$ cat config.mk
export PLATFORM = sky130hd
export DESIGN_NAME = pileup_consensus_contig_caller_unit
export DESIGN_NICKNAME = d
export VERILOG_FILES = /design/src/sv/pcc_pkg.sv /design/src/sv/pcc_vote.sv /design/src/sv/pcc_track.sv /design/src/sv/pileup_consensus_contig_caller_unit.sv
export SDC_FILE = /design/constraint.sdc
export NUM_CORES = 1
export LEC_CHECK = 0
export BUFFER_PORTS_ARGS = -buffer_cell sky130_fd_sc_hd__buf_2
export CORE_UTILIZATION = 56
export DETAILED_ROUTE_END_ITERATION = 7
export GPL_TIMING_DRIVEN = 1
export HOLD_SLACK_MARGIN = 0.02
export PLACE_DENSITY = 0.77
export SKIP_LAST_GASP = 1
export SYNTH_ARGS = -nofsm -noshare
export SYNTH_HDL_FRONTEND = slang
export SYNTH_SLANG_ARGS = --single-unit
$ cat constraint.sdc
create_clock -name clk -period 14.1 [get_ports clk]
set_input_delay 2.82 -clock clk [delete_from_list [all_inputs] [get_ports clk]]
set_output_delay 2.82 -clock clk [all_outputs]
set_load 0.02 [all_outputs]
$ cat src/sv/pcc_pkg.sv
// Shared types, codes and helpers for the pileup consensus contig caller.
// No dependencies; every other file imports this package.
package pcc_pkg;

	localparam int unsigned CountW  = 8;
	localparam int unsigned DepthW  = 11;
	localparam int unsigned WordW   = 32;
	localparam int unsigned InsColW = 2;
	localparam int unsigned Symbols    = 5;
	localparam int unsigned InsSymbols = 4;

	// func codes
	localparam logic [1:0] FUNC_LOCUS  = 2'd0;
	localparam logic [1:0] FUNC_INSERT = 2'd1;
	localparam logic [1:0] FUNC_END    = 2'd2;
	localparam logic [1:0] FUNC_RSVD   = 2'd3;

	// result kinds
	localparam logic KIND_BASE  = 1'b0;
	localparam logic KIND_CLOSE = 1'b1;

	// symbol codes, order A C G T gap
	localparam logic [2:0] SYM_A   = 3'd0;
	localparam logic [2:0] SYM_C   = 3'd1;
	localparam logic [2:0] SYM_G   = 3'd2;
	localparam logic [2:0] SYM_T   = 3'd3;
	localparam logic [2:0] SYM_GAP = 3'd4;

	// configuration register indexes
	localparam logic REG_MIN_DEPTH  = 1'b0;
	localparam logic REG_MIN_LENGTH = 1'b1;

	typedef struct packed {
		logic [1:0]        func;
		logic [CountW-1:0] count_a;
		logic [CountW-1:0] count_c;
		logic [CountW-1:0] count_g;
		logic [CountW-1:0] count_t;
		logic [CountW-1:0] count_gap;
		logic              covered;
		logic              has_insertion;
	} item_t;

	typedef struct packed {
		logic             kind;
		logic [1:0]       base;
		logic [WordW-1:0] contig_number;
		logic [WordW-1:0] start_locus;
		logic [WordW-1:0] end_locus;
		logic [WordW-1:0] contig_length;
		logic             keep;
	} result_t;

	// majority vote of one item, locus and insertion views
	typedef struct packed {
		logic [CountW-1:0] loc_best;
		logic [2:0]        loc_win;
		logic [DepthW-1:0] depth;
		logic [CountW-1:0] ins_best;
		logic [1:0]        ins_win;
	} vote_t;

	function automatic logic [WordW-1:0] sat_inc(input logic [WordW-1:0] v);
		return (v == '1) ? v : v + WordW'(1);
	endfunction

endpackage

$ cat src/sv/pcc_vote.sv
// Majority vote over the five pileup counts of one item, plus depth.
// Depth sums them if covered. Depends on pcc_pkg. Purely combinational.
module pcc_vote
	import pcc_pkg::*;
(
	input  item_t item,
	output vote_t vote
);

	logic [CountW-1:0] cnt [Symbols];
	logic [CountW-1:0] best [Symbols];
	logic [2:0]        win  [Symbols];

	assign cnt[0] = item.count_a;
	assign cnt[1] = item.count_c;
	assign cnt[2] = item.count_g;
	assign cnt[3] = item.count_t;
	assign cnt[4] = item.count_gap;

	// strict greater-than chain: earliest symbol keeps ties
	always_comb begin
		best[0] = cnt[0];
		win[0]  = SYM_A;
		for (int i = 1; i < Symbols; i++) begin
			if (cnt[i] > best[i-1]) begin
				best[i] = cnt[i];
				win[i]  = 3'(i);
			end else begin
				best[i] = best[i-1];
				win[i]  = win[i-1];
			end
		end
	end

	always_comb begin
		vote.ins_best = best[InsSymbols-1];
		vote.ins_win  = win[InsSymbols-1][1:0];
		if (item.covered) begin
			vote.loc_best = best[Symbols-1];
			vote.loc_win  = win[Symbols-1];
			vote.depth    = DepthW'(item.count_a) + DepthW'(item.count_c)
				+ DepthW'(item.count_g) + DepthW'(item.count_t)
				+ DepthW'(item.count_gap);
		end else begin
			// nothing aligned: count zero, A wins, depth is count_a
			vote.loc_best = '0;
			vote.loc_win  = SYM_A;
			vote.depth    = DepthW'(item.count_a);
		end
	end

endmodule

$ cat src/sv/pcc_track.sv
// Contig tracking state, result formation and the result register.
// Depends on pcc_pkg; takes the vote of pcc_vote for the item in stage 1.
module pcc_track
	import pcc_pkg::*;
#(
	parameter int unsigned INS_COLS = 3
) (
	input  logic              clk,
	input  logic              arst_n,
	input  logic              advance,
	input  item_t             item_s1,
	input  vote_t             vote,
	input  logic [CountW-1:0] min_depth,
	input  logic [WordW-1:0]  min_length,
	input  logic              result_ready,
	output logic              result_valid,
	output result_t           result
);

	logic [WordW-1:0]   locus_pos_q, contig_start_q, contig_bases_q, kept_q;
	logic [DepthW-1:0]  locus_depth_q;
	logic               ins_open_q;
	logic [InsColW-1:0] ins_col_q;

	logic [WordW-1:0]   locus_pos_d, contig_start_d, contig_bases_d, kept_d;
	logic [DepthW-1:0]  locus_depth_d;
	logic               ins_open_d;
	logic [InsColW-1:0] ins_col_d;
	logic [InsColW-1:0] ins_col_inc;

	logic               emit;
	result_t            res_d;
	logic               result_valid_q;
	result_t            result_q;
	logic               keep_now;
	logic [WordW-1:0]   close_end;

	assign keep_now    = contig_bases_q >= min_length;
	assign ins_col_inc = ins_col_q + InsColW'(1);

	always_comb begin
		locus_pos_d    = locus_pos_q;
		contig_start_d = contig_start_q;
		contig_bases_d = contig_bases_q;
		kept_d         = kept_q;
		locus_depth_d  = locus_depth_q;
		ins_open_d     = ins_open_q;
		ins_col_d      = ins_col_q;
		emit           = 1'b0;
		close_end      = locus_pos_q;
		res_d          = '0;

		unique case (item_s1.func)
			FUNC_LOCUS: begin
				ins_open_d  = 1'b0;
				ins_col_d   = '0;
				locus_pos_d = sat_inc(locus_pos_q);
				if (vote.loc_best >= min_depth) begin
					if (vote.loc_win != SYM_GAP) begin
						emit           = 1'b1;
						res_d.kind     = KIND_BASE;
						res_d.base     = vote.loc_win[1:0];
						contig_bases_d = sat_inc(contig_bases_q);
						locus_depth_d  = vote.depth;
						ins_open_d     = item_s1.has_insertion;
					end
				end else begin
					emit           = 1'b1;
					close_end      = locus_pos_q;
					contig_start_d = sat_inc(locus_pos_q);
					contig_bases_d = '0;
					if (keep_now) kept_d = sat_inc(kept_q);
				end
			end
			FUNC_INSERT: begin
				if (ins_open_q && ins_col_q < InsColW'(INS_COLS)) begin
					if ({2'b00, vote.ins_best} > locus_depth_q[DepthW-1:1]) begin
						emit           = 1'b1;
						res_d.kind     = KIND_BASE;
						res_d.base     = vote.ins_win;
						contig_bases_d = sat_inc(contig_bases_q);
						ins_col_d      = ins_col_inc;
						if (ins_col_inc >= InsColW'(INS_COLS)) ins_open_d = 1'b0;
					end else begin
						ins_open_d = 1'b0;
					end
				end
			end
			FUNC_END: begin
				emit           = 1'b1;
				close_end      = locus_pos_q;
				locus_pos_d    = '0;
				contig_start_d = '0;
				contig_bases_d = '0;
				kept_d         = '0;
				ins_open_d     = 1'b0;
				ins_col_d      = '0;
			end
			FUNC_RSVD: begin
				emit = 1'b0;
			end
			default: begin
				emit = 1'b0;
			end
		endcase

		if (emit && res_d.kind == KIND_BASE && item_s1.func == FUNC_END) begin
			res_d = '0;
		end
		// close record fields
		if (item_s1.func == FUNC_END || (item_s1.func == FUNC_LOCUS
				&& vote.loc_best < min_depth)) begin
			res_d.kind          = KIND_CLOSE;
			res_d.base          = '0;
			res_d.contig_number = kept_q;
			res_d.start_locus   = contig_start_q;
			res_d.end_locus     = close_end;
			res_d.contig_length = contig_bases_q;
			res_d.keep          = keep_now;
		end
	end

	always_ff @(posedge clk or negedge arst_n) begin
		if (!arst_n) begin
			locus_pos_q    <= '0;
			contig_start_q <= '0;
			contig_bases_q <= '0;
			kept_q         <= '0;
			locus_depth_q  <= '0;
			ins_open_q     <= 1'b0;
			ins_col_q      <= '0;
		end else if (advance) begin
			locus_pos_q    <= locus_pos_d;
			contig_start_q <= contig_start_d;
			contig_bases_q <= contig_bases_d;
			kept_q         <= kept_d;
			locus_depth_q  <= locus_depth_d;
			ins_open_q     <= ins_open_d;
			ins_col_q      <= ins_col_d;
		end
	end

	always_ff @(posedge clk or negedge arst_n) begin
		if (!arst_n) begin
			result_valid_q <= 1'b0;
		end else if (advance) begin
			result_valid_q <= emit;
		end else if (result_ready) begin
			result_valid_q <= 1'b0;
		end
	end

	always_ff @(posedge clk) begin
		if (advance && emit) begin
			result_q <= res_d;
		end
	end

	assign result_valid = result_valid_q;
	assign result       = result_q;

`ifndef SYNTH
	a_col_bound: assert property (@(posedge clk) disable iff (!arst_n)
		ins_col_q <= InsColW'(INS_COLS))
		else $error("insertion column past limit");

	a_open_room: assert property (@(posedge clk) disable iff (!arst_n)
		ins_open_q |-> ins_col_q < InsColW'(INS_COLS))
		else $error("insertion open with no column left");

	a_end_rewind: assert property (@(posedge clk) disable iff (!arst_n)
		advance && item_s1.func == FUNC_END |=>
			locus_pos_q == '0 && contig_bases_q == '0 && kept_q == '0 && !ins_open_q)
		else $error("end of reference did not rewind state");

	a_base_clean: assert property (@(posedge clk) disable iff (!arst_n)
		result_valid_q && result_q.kind == KIND_BASE |->
			result_q.contig_length == '0 && !result_q.keep && result_q.end_locus == '0)
		else $error("base result carries close fields");

	a_no_drop: assert property (@(posedge clk) disable iff (!arst_n)
		result_valid_q && !result_ready |-> !advance)
		else $error("stage 1 advanced over a waiting result");
`endif

endmodule

$ cat src/sv/pileup_consensus_contig_caller_unit.sv
// Top level of the pileup consensus contig caller: input register, config
// registers, vote logic and contig tracker. Depends on pcc_pkg, pcc_vote, pcc_track.
//
// The unit takes one pileup item per clock cycle when not stalled and turns
// it into at most one result: a consensus base, or a contig close record
// (start, end, length, keep) when a locus falls below min_depth or the
// reference ends. An accepted item is held in the input register, where the
// five-way majority compare and the contig counters are evaluated, and its
// result is then written to the result register, from which it is offered. Throughput
// is one item per cycle, set by the single compare-and-update step between the
// input and result registers; the input side stalls only while the result
// register holds a result that is not taken. Configuration writes are always
// accepted and should be issued only while no items are in flight.
module pileup_consensus_contig_caller_unit
	import pcc_pkg::*;
#(
	parameter int unsigned MAX_INSERT_COLUMNS = 3
) (
	input  logic             clk,
	input  logic             arst_n,
	input  logic             item_valid,
	output logic             item_ready,
	input  item_t            item,
	output logic             result_valid,
	input  logic             result_ready,
	output result_t          result,
	input  logic             cfg_valid,
	output logic             cfg_ready,
	input  logic             cfg_index,
	input  logic [WordW-1:0] cfg_data
);

	logic              valid_s1;
	item_t             item_s1;
	logic              advance;
	vote_t             vote;
	logic [CountW-1:0] min_depth_q;
	logic [WordW-1:0]  min_length_q;

	assign advance    = valid_s1 && (!result_valid || result_ready);
	assign item_ready = !valid_s1 || advance;
	assign cfg_ready  = 1'b1;

	always_ff @(posedge clk or negedge arst_n) begin
		if (!arst_n) begin
			valid_s1 <= 1'b0;
		end else if (item_ready) begin
			valid_s1 <= item_valid;
		end
	end

	always_ff @(posedge clk) begin
		if (item_valid && item_ready) begin
			item_s1 <= item;
		end
	end

	always_ff @(posedge clk or negedge arst_n) begin
		if (!arst_n) begin
			min_depth_q  <= CountW'(1);
			min_length_q <= '0;
		end else if (cfg_valid && cfg_ready) begin
			unique case (cfg_index)
				REG_MIN_DEPTH:  min_depth_q  <= cfg_data[CountW-1:0];
				REG_MIN_LENGTH: min_length_q <= cfg_data;
				default: ;
			endcase
		end
	end

	pcc_vote u_vote (
		.item (item_s1),
		.vote (vote)
	);

	pcc_track #(
		.INS_COLS (MAX_INSERT_COLUMNS)
	) u_track (
		.clk          (clk),
		.arst_n       (arst_n),
		.advance      (advance),
		.item_s1      (item_s1),
		.vote         (vote),
		.min_depth    (min_depth_q),
		.min_length   (min_length_q),
		.result_ready (result_ready),
		.result_valid (result_valid),
		.result       (result)
	);

endmodule
==> results.toml <==
[outcome]
status = "complete, no violations"

[hold_path]
hold_path_class = "flip-flop to flip-flop"

[timing]
total_negative_slack_ns = 0
finalHoldWorstSlack_ns = 0.470
tightest_slew_ns = 1.23
worst_setup_margin_ns = 2.76
layout_min_cycle_time_ns = 11.34
timing.final.crit_share_pct = 80.4
maxClockFrequency_mhz = 88.2
setup_viol = 0
relative_slew_margins_pct = 18.0
grt_setup_unrepaired = "false"
final.setup_skew_ns = 0.0194
drv_slew = 0
final-hold-violation-count = 0

[clocking]
cts_root_buffer = "sky130_fd_sc_hd__clkbuf_16"
clock_tree_buf_depth = 3
clock_tree_from_tritoncts = "yes"
cts_hold_buffers = 0
h-tree-depth = 2
path_clk_slew_ns = 0.06
clk-insertion-delay-late_ns = 0.54
cts.sinks = 359
cts_buffers = 39
postCtsResizedCells = 0
cts_post_setup_buffers_inserted = 0

[logic_synthesis]
syn-instance-count = 1737
synth_simple_gate_area_share_pct = 17.3
synth_xor_xnor_area_share_pct = 3.48
yosys.area_share.adder_pct = 8.84
synth_fp_nets = 1942
main_combinational_cell_family_by_area_after_synthesis = "simple AND/OR/NAND/NOR gates"
yosysSeqAreaShare_pct = 52.3
synth-seq-cells = 359
netlist_area_um2 = 18800
synth_warnings = 0
synth_enable_flop_cells = 176
post_synth.cell_area_avg_um2 = 10.9
synth-compound-area-share_pct = 9.94
synth_flop_cell = "sky130_fd_sc_hd__dfrtp_1"
yosys.cell_types.count = 78
area_share_of_the_largest_cell_type_after_synthesis_pct = 28.0
synth_area_leaders = "sky130_fd_sc_hd__edfxtp_1 (28%), sky130_fd_sc_hd__dfrtp_1 (24%), sky130_fd_sc_hd__ha_1 (7.0%)"
synth_top_cell_by_area = "sky130_fd_sc_hd__edfxtp_1"
synthMuxAreaShare_pct = 3.78
synth-async-reset-ratio_pct = 51.0

[critical_path]
cp.required_ns = 14.28
worstPathMaxFanout = 38
max_stage_delay_ns = 0.95
critical_path.endpoint_type = "flip-flop"
crit_path_top_delay_cell = "sky130_fd_sc_hd__a21oi_1"
setup.worst_path.start_class = "flip-flop"
timing.setup.critical_path_class = "flip-flop to flip-flop"
crit_arrival_ns = 11.52

[detailed_routing]
first_pass_iters = 5
wl_per_instance_um = 17.1
number_of_routed_nets_with_antenna_violations = 0
routed_via_density = 5.57
first_iter_violations = 859
detail_route.wirelength_um = 41100
detailroute.via_count = 13386
post-route-drc-count = 0

[finish]
final_common_cell = "sky130_fd_sc_hd__buf_2"
nets = 2137
layout_common_cells = "sky130_fd_sc_hd__buf_2 (214), sky130_fd_sc_hd__dfrtp_1 (182), sky130_fd_sc_hd__edfxtp_1 (176)"
final-instance-count-excl-fill = 2404
nFillCells = 2569
layout-area-overhead-vs-synth_pct = 14.8
n_antenna_cell = 0
layout_cell_share_with_drive_strength_beyond_1_pct = 18.6

[place]
place_ws_ns = 2.90
dp.final_hpwl_um = 28700
finalWeightedCongestion = 0.868
io_buffer_count = 215
place_inst = 2333

[global_routing]
grt_antenna_before_repair = 0
grt_pass1_vias = 13084
globalRouteTotalUtil_pct = 24.4
first_pass_grt_wire_length_um = 66300
globalRoute.totalOverflow = 0
maximum_number_of_pins_on_one_net_before_global_route_repair = 80

[floorplan]
chipWidth_um = 185
boundaryPins = 217
die_area_um2 = 34400
die_y_um = 185
fp.coreArea_um2 = 32900
core.rowCount = 66
initial_utilization_pct = 57.4

[pwr]
power_per_cell_area_nw_per_um2 = 142
peakVddDrop_uv = 98.8
p_leak_nw = 9.73

[flow_run]
max_cap_viol_count = 0
==> per-layer routing <==
layer / routed length (um) / global-route usage, % / vias to the layer above
li1: - / - / 6489
met1: 18400 / 33.1 / 6454
met2: 19600 / 40.2 / 373
met3: 1940 / 3.50 / 70
met4: 1120 / 8.76 / 0
met5: 0 / 0 / -
==> Yosys cell counts (14+ instances only) <==
cell type and number:
sky130_fd_sc_hd__mux2_2 33, sky130_fd_sc_hd__xor2_1 46, sky130_fd_sc_hd__edfxtp_1 176, sky130_fd_sc_hd__nor4_1 15, sky130_fd_sc_hd__a21o_1 35, sky130_fd_sc_hd__ha_1 106, sky130_fd_sc_hd__o21a_1 14, sky130_fd_sc_hd__xnor2_1 29
sky130_fd_sc_hd__nor2_1 117, sky130_fd_sc_hd__nand3_1 66, sky130_fd_sc_hd__dfrtp_1 182, sky130_fd_sc_hd__and3_1 25, sky130_fd_sc_hd__fa_1 17, sky130_fd_sc_hd__a21oi_1 43, sky130_fd_sc_hd__inv_1 126, sky130_fd_sc_hd__o21ai_0 105
sky130_fd_sc_hd__o31ai_1 17, sky130_fd_sc_hd__nand2_1 155, sky130_fd_sc_hd__clkbuf_1 53, sky130_fd_sc_hd__nand4_1 30, sky130_fd_sc_hd__mux2i_1 22, sky130_fd_sc_hd__nor2b_1 134
==> critical path: cells and delay by family (launching register included) <==
kind	cells	cell delay [ns]
AOI/OAI and AO/OA	21	5.89
adders and majority gates	5	1.60
buffers and inverters	2	0.59
DFF	1	0.41
muxes	3	0.82
and+or+nand+nor	9	1.63
==> report_power, final <==
group          switching, W  total (W)  internal (W)
clock              0.000415    0.00104      0.000621
sequential        0.0000626    0.00127       0.00121
combinational      0.000475   0.000769      0.000294
==> cell families (layout without fill, tap and decap cells) <==
family,count (synthesis),count (layout)
compound gates,290,290
xor+xnor,75,75
fa+ha+maj,123,123
buf+inv,202,427
flops,359,359
mux,63,63
other cells,1,1
simple gates,624,624
==> area by class of cell <==
type                    instances  area (um2)  share of cell area, %
flip-flops and latches        359        9870                   45.6
well taps                     442         553                   2.56
multi-input cells            1176        8220                   38.0
clock inverters                21         239                   1.10
clock buffers                  50        1080                   4.99
repair buffers                230        1210                   5.58
inverters                     126         473                   2.19
==> registers in the layout, summed over array words and instances (netlist names) <==
register / flops
valid_s1: 1
u_track.result: 132
u_track.contig_bases_q: 32
u_track.ins_col_q: 2
u_track.contig_start_q: 32
u_track.result_valid: 1
u_track.locus_pos_q: 32
u_track.locus_depth_q: 10
min_depth_q: 8
min_length_q: 32
u_track.ins_open_q: 1
u_track.kept_q: 32
item_s1: 44
==> worst paths after layout <==
kind,startpoint,end,slack [ns],cells past startpoint
worst min register to register,u_track.contig_start_q[11],u_track.contig_start_q[11],0.47,2
max in group asynchronous,arst_n,u_track.locus_pos_q[20],9.75,3
worst min-delay path,u_track.contig_start_q[11],u_track.contig_start_q[11],0.47,2
min in group asynchronous,arst_n,min_length_q[2],2.21,1
worst max register to register,item_s1[37],u_track.result[80],2.76,40
worst max-delay path,item_s1[37],u_track.result[80],2.76,40
==> per-stage QoR <==
step | area [um2] | utilization, % | power (W)
after floorplan | 18800 | - | 0.00183
after global placement | 20300 | 61.8 | 0.00204
after detailed placement | 20300 | 61.8 | 0.00205
after CTS | 21600 | 65.8 | 0.00310
after global routing | 21600 | 65.8 | 0.00324
final | 21600 | 65.8 | 0.00308
Note: power is estimated with default switching activity, not from simulation.
